===== src/design/dfasu_pkg.sv =====
// shared constants for the dark frame average subtract unit
package dfasu_pkg;
   localparam int MAX_SLOTS = 20;
   localparam int PIXELS    = 2048;
   localparam int DEPTH     = MAX_SLOTS * PIXELS;
   localparam int ADDR_W    = $clog2(DEPTH);
   localparam int SLOT_W    = (MAX_SLOTS > 1) ? $clog2(MAX_SLOTS) : 1;
   localparam int USED_W    = $clog2(MAX_SLOTS + 1);
   localparam int KEY_W     = 24;
   localparam int PIX_W     = 11;
   localparam int SAMPLE_W  = 24;
   localparam int CORR_W    = 25;
   localparam int SUM_W     = 32;
   localparam int CNT_W     = 8;
   localparam int SLOT_PORT_W = 5;
   localparam logic [CNT_W-1:0] COUNT_MAX = 8'd255;
   localparam logic [1:0] CMD_CLEAR = 2'd0;
   localparam logic [1:0] CMD_ACC   = 2'd1;
   localparam logic [1:0] CMD_CORR  = 2'd2;
endpackage


===== src/design/dfasu_div.sv =====
// bit serial signed by unsigned divider, truncating toward zero
module dfasu_div (
   input  logic                              clock,
   input  logic                              reset,
   input  logic                              start,
   input  logic signed [dfasu_pkg::SUM_W-1:0] dividend,
   input  logic [dfasu_pkg::CNT_W-1:0]       divisor,
   output logic                              done,
   output logic signed [dfasu_pkg::SUM_W:0]  quotient
);
   import dfasu_pkg::*;

   localparam int STEP_W = $clog2(SUM_W);

   logic [SUM_W-1:0]  mag_ff, mag_in;
   logic [CNT_W-1:0]  rem_ff, rem_in;
   logic [CNT_W-1:0]  div_ff, div_in;
   logic [STEP_W-1:0] step_ff, step_in;
   logic              neg_ff, neg_in;
   logic              run_ff, run_in;
   logic              done_ff, done_in;
   logic [CNT_W:0]    trial;
   logic              qbit;

   always_comb begin
      mag_in  = mag_ff;
      rem_in  = rem_ff;
      div_in  = div_ff;
      step_in = step_ff;
      neg_in  = neg_ff;
      run_in  = run_ff;
      done_in = 1'b0;
      trial   = {rem_ff, mag_ff[SUM_W-1]};
      qbit    = (trial >= {1'b0, div_ff});
      if (start) begin
         neg_in  = dividend[SUM_W-1];
         mag_in  = dividend[SUM_W-1] ? (~dividend + 1'b1) : dividend;
         rem_in  = '0;
         div_in  = divisor;
         step_in = '0;
         run_in  = 1'b1;
      end else if (run_ff) begin
         rem_in  = qbit ? CNT_W'(trial - {1'b0, div_ff}) : trial[CNT_W-1:0];
         mag_in  = {mag_ff[SUM_W-2:0], qbit};
         step_in = step_ff + 1'b1;
         if (step_ff == STEP_W'(SUM_W - 1)) begin
            run_in  = 1'b0;
            done_in = 1'b1;
         end
      end
   end

   always_ff @(posedge clock) begin
      if (reset) begin
         run_ff  <= 1'b0;
         done_ff <= 1'b0;
      end else begin
         run_ff  <= run_in;
         done_ff <= done_in;
      end
      mag_ff  <= mag_in;
      rem_ff  <= rem_in;
      div_ff  <= div_in;
      step_ff <= step_in;
      neg_ff  <= neg_in;
   end

   assign done     = done_ff;
   assign quotient = neg_ff ? -$signed({1'b0, mag_ff}) : $signed({1'b0, mag_ff});
endmodule


===== config.mk =====
export PLATFORM = sky130hd
export DESIGN_NAME = dfasu_div
export DESIGN_NICKNAME = d
export VERILOG_FILES = /design/src/design/dfasu_pkg.sv /design/src/design/dfasu_div.sv
export SDC_FILE = /design/constraint.sdc
export NUM_CORES = 1
export LEC_CHECK = 0
export ABC_AREA = 0
export BUFFER_PORTS_ARGS = -buffer_cell sky130_fd_sc_hd__clkbuf_2
export CORE_MARGIN = 5
export CORE_UTILIZATION = 56
export DETAILED_ROUTE_END_ITERATION = 7
export PLACE_DENSITY = 0.89
export REMOVE_ABC_BUFFERS = 1
export SYNTH_ARGS = -nofsm -noshare
export SYNTH_HDL_FRONTEND = slang
export SYNTH_SLANG_ARGS = --single-unit

===== constraint.sdc =====
create_clock -name clock -period 3.2 [get_ports clock]
set_input_delay 0.48 -clock clock [delete_from_list [all_inputs] [get_ports clock]]
set_output_delay 0.48 -clock clock [all_outputs]
set_load 0.01 [all_outputs]

Word level (Yosys, flattened, before mapping)

Cells that the tools add are included.

Add/subtract/negate cells: 4
Magnitude comparators: 1
Equal/unequal tests: 1
Muxes and demuxes: 9
Bitwise gates (word level): 2
Reduce and logical (&&, ||, !) cells: 2

Operators by type and width:

| kind                    | number |
|---|---|
| $mux W32                | 3 |
| $mux W33                | 1 |
| $neg A32 Y33            | 1 |
| $add A32 B1 Y32 const B | 1 |
| $not A32 Y32            | 1 |
| $ge A9 B8 Y1            | 1 |
| $mux W8                 | 1 |
| $sub A8 B8 Y8           | 1 |
| $add A5 B1 Y5 const B   | 1 |
| $eq A5 B5 Y1 const B    | 1 |
| $mux W1                 | 4 |
| $reduce_or A3 Y1        | 1 |
| $reduce_bool A2 Y1      | 1 |
| $not A1 Y1              | 1 |

Register bits after elaboration: 56
Bits of input ports: 43
Output and inout bits: 34
Logic and storage cells: 26

Logic depth before layout (Yosys ltp)

Gate-level depths: netlist (run 1).

Depth after elaboration: 4
Depth in mapped cells: 9
Depth with buffers taken out: 8

Worst setup path after synthesis (run 1)

OpenSTA, ideal clock, no wires.

Kind: reg2out
From: register mag_ff[5]
To: output port quotient[30] in the netlist's numbering
Data arrival time: 2.051 ns
Data required time: 2.720 ns
Setup slack: 0.669 ns
Cell stages (with the launch flop): 6
Buffers on the path: 0
Cell sequence: edfxtp_1 or4_1 nor3_1 nand4_1 o41ai_1 xnor2_1

Word-level cells in the longest chain between the ends: 2

Ends and longest elaborated chain:

| item                   | line            | text |
|---|---|---|
| start, declared        | dfasu_div.sv:15 | `logic [SUM_W-1:0] mag_ff, mag_in;` |
| start signal, assigned | dfasu_div.sv:61 | `mag_ff <= mag_in;` |
| $neg A32 Y33           | dfasu_div.sv:69 | `assign quotient = neg_ff ? -$signed({1'b0, mag_ff}) : $signed({1'b0, mag_ff});` |
| $mux W33               | dfasu_div.sv:69 |  |
| end, declared          | dfasu_div.sv:9  | `output logic signed [dfasu_pkg::SUM_W:0] quotient` |

No other way between the ends.

Worst setup path after layout (run 1)

From: register mag_ff[9]
To: output port quotient[30] in the netlist's numbering

The elaborated chain is that of the path after synthesis.

==> flow_summary.yaml, run 1 <==
worst_setup_path:
  crit_path_max_incr_delay_ns: 0.57
  worstSetupStartpointType: "flip-flop"
  crit_chain: "or4_1 -> nor3_1 -> nand4_1 -> o41ai_1 -> xnor2_1 -> clkbuf_2"
  r2r-end: "rem_ff[4]$_SDFFE_PP0P_"
  slowest_stage: "or4_1"
  worst_ep_required_time_ns: 2.72
  critical_path_class: "flip-flop to output port"
  end_kind: "output port"
  cp_max_fo: 5
  arrival_ns: 2.61
  reg2reg_setup_slack_ns: 0.88
  reg2reg_from: "mag_ff[31]$_DFFE_PP_"
  rr_worst_depth: 7
global_routing:
  grt_max_degree: 48
  first_global_vias: 3470
  grt_overflow: 0
  grt_use_total_pct: 22.1
  grt_pass1_wl_um: 16100
  antenna_found_initial: 0
sta:
  fin_crit_ns: 3.09
  fmax_mhz: 324
  setup-violations-final: 0
  fin_crit_sh_pct: 96.5
  tightest_slew_ns: 0.776
  hold_viol_final: 0
  finalClockSkew_ns: 0.0142
  setup_ws_ns: 0.113
  maxSlewViolCount: 0
  relSlewSlack_pct: 48.2
  timing.hold.ws_ns: 0.345
  rsz0062_at_grt: "true"
  tns_ns: 0
place:
  place_area_mm2: 0.00449
  dp_hpwl_um: 7410
  place_congestion: 0.940
  io_buffers: 76
  dp_slack_ns: 0.391
synthesis:
  synth_area_mm2: 0.00403
  ys_types: 48
  yosys_warnings: 0
  synth_area_per_cell_um2: 8.92
  ys_async_sr_fraction_pct: 0
  yosys.area.top_type: "edfxtp_1"
  synth_edf_count: 41
  synth_top_area_share_pct: 30.5
  seq_area_frac_synth_pct: 38.0
  ys_ff_latch: 56
  synth.area.top_cells: "edfxtp_1 (31%), xnor2_1 (8.3%), dfxtp_1 (7.5%), xor2_1 (5.2%), nor2_1 (4.8%)"
  synthFlopType: "edfxtp_1"
  synth_cells: 452
clocking:
  clk_pin_slew_ns: 0.10
  cts.path.max_buffers: 2
  clk_latency_ns: 0.31
  cts_tree: "done"
  root_buffer: "clkbuf_8"
  cts_hold_buf: 0
  cts_htree_levels: 2
  cts_sinks: 56
  cts_inserted_buffers: 5
finish:
  syn_to_final_growth_pct: 15.0
  multi_input_area_mm2: 0.00238
  nNetsFinal: 576
  n_antenna_cell: 0
  drive_gt1_share_pct: 20.5
  n_fill_cell: 591
  seqCellArea_mm2: 0.00153
  stdcell_area_mm2: 0.00463
power:
  max-vdd-ir-drop_uv: 212
  power.density_mw_per_mm2: 422
  power_leakage_nw: 1.76
flow_run:
  maxCapViolCount: 0
die:
  rows: 31
  initial_utilization_pct: 56.5
  fp.dieW_um: 94.8
  io_pins: 77
  core_area_mm2: 0.00714
  die_h_um: 94.8
  fp.dieArea_mm2: 0.00899
hold_path:
  hp-class: "primary input to flip-flop"
  whs_endpoint: "div_ff[1]$_DFFE_PP_"
  hp-start: "divisor[1]"
  hold_depth: 1
routing:
  drt_iter0_markers: 243
  drt.antenna.violating_nets: 0
  vias_per_cell: 5.96
  wl_per_cell_um: 16.0
  dr.pass1.iters: 4
  drc: 0
  num_vias: 3695
  wirelength_um: 9950
run_status:
  status: "completed"
[synthesized netlist by cell type, types with 13 or more instances]
cell type / n
a21oi_1: 30
clkbuf_1: 14
dfxtp_1: 15
edfxtp_1: 41
inv_1: 20
nand2_1: 31
nand3_1: 13
nor2_1: 51
o21ai_0: 22
o31ai_1: 19
o41ai_1: 15
xnor2_1: 38
xor2_1: 24
[repair_timing]
item	CTS	global route
gates cloned	0	0
resized for setup	1	7
pin swaps	0	1
endpoints found under the setup margin	1	8
setup buffers	0	1
[cells in the final DEF, fill, tap and decap left out, types with 15 or more instances in the layout]
master and count:
a21oi_1 30, edfxtp_1 41, xor2_1 24, xnor2_1 38, o31ai_1 17, inv_1 20, dfxtp_1 15, clkbuf_2 76
nand2_1 31, o21ai_0 22, nor2_1 51
[stage by stage]
stage          std cells  power (W)  util [%]
2_1_floorplan        430    0.00132         -
3_3_place_gp         611    0.00153      62.9
3_5_place_dp         611    0.00156      62.9
4_1_cts              619    0.00195      64.3
5_1_grt              620    0.00206      64.9
6_report             620    0.00196      64.9
[flip-flops by register name (all words and copies together), names as in the netlist]
signal,count
run_ff,1
div_ff,8
rem_ff,8
done,1
mag_ff,32
neg_ff,1
step_ff,5
[cells by family after synthesis]
family / after synthesis / synth area share [%]
and+or+nand+nor: 159 / 19.7
AOI/OAI and AO/OA: 111 / 18.2
xor gates and xnor gates: 62 / 13.5
DFF: 56 / 38.0
buffers and inverters: 42 / 4.04
adders and majority gates: 13 / 4.22
muxes: 9 / 2.36
[how the worst max path moves through the flow]
stage	startpoint	endpoint	depth (start not counted)	slack [ns]
after detailed placement	mag_ff[13]$_DFFE_PP_	quotient[30]	6	0.39
after floorplan	dividend[16]	mag_ff[28]$_DFFE_PP_	5	0.67
after global routing	mag_ff[12]$_DFFE_PP_	quotient[25]	7	-0.03
final	mag_ff[9]$_DFFE_PP_	quotient[30]	6	0.11
after global placement	mag_ff[5]$_DFFE_PP_	quotient[27]	7	0.41
after CTS	mag_ff[13]$_DFFE_PP_	quotient[30]	6	0.03
[where the power goes]
group	internal [W]	switching, W
registers	0.000867	0.0000870
logic	0.000261	0.000340
clock network	0.000177	0.000223
[area by class of cell]
type / count / share of cell area (%)
Clock buffer: 8 / 1.94
Multi-Input combinational cell: 354 / 51.4
Timing Repair Buffer: 83 / 9.34
Inverter: 20 / 1.62
Sequential cell: 56 / 33.0
Tap cell: 99 / 2.67
[routing by layer]
layer | track usage, % | vias to the layer above | share of wire, %
met5 | 0 | - | 0
met4 | 5.05 | 0 | 1.8
met3 | 2.63 | 16 | 5.4
met2 | 37.7 | 132 | 49
met1 | 30.0 | 1746 | 44
li1 | - | 1801 | -
[worst max-delay path, delay by kind of cell, from the launching register on]
| kind | cells | cell delay (ns) |
|---|---|---|
| flip-flops | 1 | 0.49 |
| AND/OR/NAND/NOR | 3 | 1.07 |
| buffers and inverters | 1 | 0.18 |
| XOR/XNOR | 1 | 0.19 |
| AO/OA/AOI/OAI | 1 | 0.37 |
(Power assumes the default switching activity.)
==> run 2: changes to the inputs <==
- PLACE_DENSITY: 0.89 -> 0.81
==> flow_summary.yaml, run 2 (same netlist as run 1, synthesis figures left out) <==
routing:
  met1Wirelength_um: 4450
  route.met2.wl_um: 4720
  wl_met3_um: 638
  wl_per_cell_um: 16.3
  drt_iter0_markers: 348
  num_vias: 3720
  dr.pass1.iters: 5
  drc: 0
  wirelength_um: 10100
  drt.antenna.violating_nets: 0
  routed.top_layer: "met4"
  vias_per_cell: 6.02
sta:
  relSlewSlack_pct: 46.8
  rsz0062_at_grt: "true"
  finalClockSkew_ns: 0.00313
  fin_crit_ns: 3.10
  hold_viol_final: 0
  maxSlewViolCount: 0
  tightest_slew_ns: 0.797
  setup-violations-final: 0
  timing.hold.ws_ns: 0.337
  setup_ws_ns: 0.105
  fmax_mhz: 323
  fin_crit_sh_pct: 96.7
worst_setup_path:
  critical_path_class: "flip-flop to output port"
  worstSetupStartpointType: "flip-flop"
  worst_ep_required_time_ns: 2.72
  arrival_ns: 2.62
  end_kind: "output port"
  cp_max_fo: 4
die:
  fp.dieArea_mm2: 0.00899
  io_pins: 77
  initial_utilization_pct: 56.5
  die_h_um: 94.8
  rows: 31
  core_area_mm2: 0.00714
  fp.dieW_um: 94.8
clocking:
  cts_sinks: 56
  cts_inserted_buffers: 5
  cts.path.max_buffers: 2
  clk_latency_ns: 0.31
  cts_htree_levels: 2
  clk_pin_slew_ns: 0.10
  cts_tree: "done"
  root_buffer: "clkbuf_8"
place:
  dp_slack_ns: 0.225
  io_buffers: 76
  dp_hpwl_um: 7460
  place_congestion: 0.918
finish:
  n_antenna_cell: 0
  syn_to_final_growth_pct: 15.0
  drive_gt1_share_pct: 20.2
  top_regs: "mag_ff: 32 flops, div_ff: 8 flops, rem_ff: 8 flops"
  final_core_util_pct: 64.9
  final_cell_mix: "clkbuf_2 (76), nor2_1 (51), edfxtp_1 (41)"
  largest-register: "mag_ff"
  layout_commonest_cell: "clkbuf_2"
  nNetsFinal: 574
  largest_reg_flops: 32
power:
  internal-power_w: 0.00133
  power_w: 0.00199
  pwr-share-comb_pct: 30.0
  p_switching_w: 0.000663
  seqPwrFrac_pct: 48.2
  power_leakage_nw: 1.76
  max-vdd-ir-drop_uv: 251
  power.density_mw_per_mm2: 430
  swShare_pct: 33.3
  pwr-share-clk_pct: 21.8
hold_path:
  hp-class: "primary input to flip-flop"
global_routing:
  grt_overflow: 0
  grt_use_total_pct: 22.2
  antenna_found_initial: 0
  first_global_vias: 3300
  grt_pass1_wl_um: 15900
  grt_max_degree: 39
run_status:
  status: "completed"
flow_run:
  maxCapViolCount: 0
[run 2: cell type report]
cell class | count | area, um2
clock buffer | 6 | 93.8
tap | 99 | 124
clock inverter | 2 | 11.3
sequential | 56 | 1530
timing repair buffer | 81 | 418
fill | 619 | 2500
multi-input combinational | 354 | 2380
inverter | 20 | 75.1
[run 2: power by group through the flow]
stage	logic [W]	clock network [W]	registers, W
final	0.000598	0.000434	0.000959
after global routing	0.000663	0.000469	0.000969
after CTS	0.000593	0.000439	0.000952
after detailed placement	0.000589	0	0.000967
after global placement	0.000574	0	0.000962
after floorplan	0.000373	0	0.000947
[run 2: path summary, 6_finish.rpt]
| kind | start | endpoint | slack, ns | depth (start not counted) |
|---|---|---|---|---|
| worst max register to register | mag_ff[31]$_DFFE_PP_ | rem_ff[3]$_SDFFE_PP0P_ | 0.80 | 7 |
| worst min-delay path | divisor[0] | div_ff[0]$_DFFE_PP_ | 0.34 | 1 |
| worst min register to register | rem_ff[6]$_SDFFE_PP0P_ | rem_ff[6]$_SDFFE_PP0P_ | 0.52 | 2 |
| worst max-delay path | mag_ff[13]$_DFFE_PP_ | quotient[23] | 0.10 | 6 |
[run 2: layer usage]
metal  vias to the layer above  global-route usage (%)
li1                       1801                       -
met1                      1763                    31.6
met2                       138                    35.2
met3                        18                    2.07
met4                         0                    7.93
met5                         -                       0
[run 2: what timing repair did]
item | 4_1_cts | 5_1_grt
hold buffers | 0 | 0
buffers inserted | 0 | 1
setup endpoints to repair | 6 | 15
pin swaps | 0 | 2
gates resized for setup | 2 | 5
[run 2: metrics by stage]
| step | setup TNS [ns] | instance area, um2 | std cells |
|---|---|---|---|
| final | 0 | 4630 | 618 |
| after global routing | -0.0395 | 4630 | 618 |
| after CTS | 0 | 4590 | 617 |
| after detailed placement | 0 | 4480 | 609 |
| after global placement | 0 | 4480 | 609 |
| after floorplan | 0 | 3940 | 430 |
[run 2: worst max-delay path, stage by stage (launching register included)]
cell	delay, ns
edfxtp_1	0.45
or4_1	0.63
nor4_2	0.32
nand2_1	0.18
o41ai_1	0.36
xnor2_1	0.20
clkbuf_2	0.17
==> run 3: changes to the inputs <==
- CTS_CLUSTER_DIAMETER: unset -> 150
- clock period: 3.2 -> 4 ns (I/O delays scaled with it)
==> flow_summary.yaml, run 3 (same netlist as run 1, synthesis figures left out) <==
run_status:
  status: "completed"
global_routing:
  grt_overflow: 0
  grt_pass1_wl_um: 15900
  grt_max_degree: 65
  grt_use_total_pct: 22.2
  first_global_vias: 3486
  antenna_found_initial: 0
worst_setup_path:
  critical_path_class: "flip-flop to output port"
  crit_chain: "or4_1 -> nor4_1 -> nand4_1 -> o41ai_1 -> xnor2_1 -> clkbuf_2"
  arrival_ns: 2.94
  reg2reg_from: "mag_ff[31]$_DFFE_PP_"
  cp_max_fo: 4
  reg2reg_setup_slack_ns: 1.60
  end_kind: "output port"
  r2r-end: "rem_ff[4]$_SDFFE_PP0P_"
  worstSetupStartpointType: "flip-flop"
  worst_ep_required_time_ns: 3.40
  crit_path_max_incr_delay_ns: 0.60
  rr_worst_depth: 7
  slowest_stage: "or4_1"
flow_run:
  maxCapViolCount: 0
routing:
  wl_met3_um: 741
  dr.pass1.iters: 6
  num_vias: 3723
  vias_per_cell: 6.04
  drt.antenna.violating_nets: 0
  routed.top_layer: "met4"
  drt_iter0_markers: 253
  wirelength_um: 9990
  drc: 0
  wl_per_cell_um: 16.2
  route.met2.wl_um: 4680
  met1Wirelength_um: 4330
hold_path:
  hold_depth: 1
  whs_endpoint: "div_ff[3]$_DFFE_PP_"
  hp-start: "divisor[3]"
  hp-class: "primary input to flip-flop"
die:
  io_pins: 77
  die_h_um: 94.8
  initial_utilization_pct: 56.5
  rows: 31
  fp.dieArea_mm2: 0.00899
  core_area_mm2: 0.00714
  fp.dieW_um: 94.8
finish:
  top_regs: "mag_ff: 32 flops, div_ff: 8 flops, rem_ff: 8 flops"
  nNetsFinal: 572
  final_cell_mix: "clkbuf_2 (76), nor2_1 (51), edfxtp_1 (41)"
  n_antenna_cell: 0
  n_fill_cell: 629
  layout_commonest_cell: "clkbuf_2"
  largest-register: "mag_ff"
  drive_gt1_share_pct: 18.8
  syn_to_final_growth_pct: 13.3
  stdcell_area_mm2: 0.00456
  largest_reg_flops: 32
sta:
  hold_viol_final: 0
  finalClockSkew_ns: 0.00804
  fin_crit_ns: 3.54
  tightest_slew_ns: 0.967
  tns_ns: 0
  fmax_mhz: 282
  fin_crit_sh_pct: 88.6
  relSlewSlack_pct: 35.5
  maxSlewViolCount: 0
  rsz0062_at_grt: "false"
  setup-violations-final: 0
  setup_ws_ns: 0.456
power:
  power_leakage_nw: 1.74
  max-vdd-ir-drop_uv: 196
  power.density_mw_per_mm2: 344
clocking:
  cts_htree_levels: 2
  clk_latency_ns: 0.31
  post_cts_resized: 0
  clk_pin_slew_ns: 0.10
  cts_inserted_buffers: 5
  post_cts_buffers: 0
  cts_tree: "done"
  root_buffer: "clkbuf_8"
  cts.path.max_buffers: 2
  cts_sinks: 56
  cts_hold_buf: 0
place:
  place_congestion: 0.924
  place_area_mm2: 0.00447
  dp_slack_ns: 0.854
  io_buffers: 76
  dp_hpwl_um: 7450
[run 3: cell types whose count changed in the layout (fill, tap and decap cells not counted), moves of 2 or more]
| cell | delta |
|---|---|
| buf_4 | -2 |
| nor3_2 | -2 |
| nor4_1 | +2 |
| nor3_1 | +2 |
[run 3: cell type report]
cell class / instances / area [um2] / area share [%]
Multi-Input combinational cell: 354 / 2340 / 51.2
Sequential cell: 56 / 1530 / 33.6
Timing Repair Buffer: 79 / 403 / 8.83
Tap cell: 99 / 124 / 2.71
Clock buffer: 6 / 82.6 / 1.81
Inverter: 20 / 75.1 / 1.64
Clock inverter: 2 / 12.5 / 0.274
[run 3: routing by layer]
layer  vias to the layer above  track usage [%]
li1                       1801                -
met1                      1737             29.1
met2                       163             36.2
met3                        22             4.38
met4                         0             8.53
met5                         -                0
[run 3: how the worst max path moves through the flow]
stage,cells after the start,start,endpoint
finish,6,mag_ff[4]$_DFFE_PP_,quotient[27]
global route,6,mag_ff[4]$_DFFE_PP_,quotient[27]
floorplan,5,dividend[16],mag_ff[28]$_DFFE_PP_
global placement,6,mag_ff[5]$_DFFE_PP_,quotient[27]
detailed placement,6,mag_ff[4]$_DFFE_PP_,quotient[29]
CTS,6,mag_ff[4]$_DFFE_PP_,quotient[29]
[run 3: metrics by stage]
stage | std cells | power (W) | utilization (%) | hold slack (ns)
floorplan | 430 | 0.00106 | - | 0.467
global placement | 608 | 0.00123 | 62.6 | 0.487
detailed placement | 608 | 0.00125 | 62.6 | 0.499
CTS | 616 | 0.00157 | 64.0 | 0.445
global route | 616 | 0.00166 | 64.0 | 0.439
finish | 616 | 0.00157 | 64.0 | 0.452
[run 3: critical path, delay by kind of cell, from the launching register on]
kind | cells | cell delay (ns)
DFF | 1 | 0.46
xor gates and xnor gates | 1 | 0.20
AOI/OAI and AO/OA | 1 | 0.38
and+or+nand+nor | 3 | 1.42
buffers and inverters | 1 | 0.18
[run 3: report_power, final]
group	leakage [nW]	switching, W	internal [W]
Combinational	1.16	0.000265	0.000206
Clock	0.0521	0.000189	0.000142
Sequential	0.526	0.0000743	0.000694
Total	1.74	0.000528	0.00104
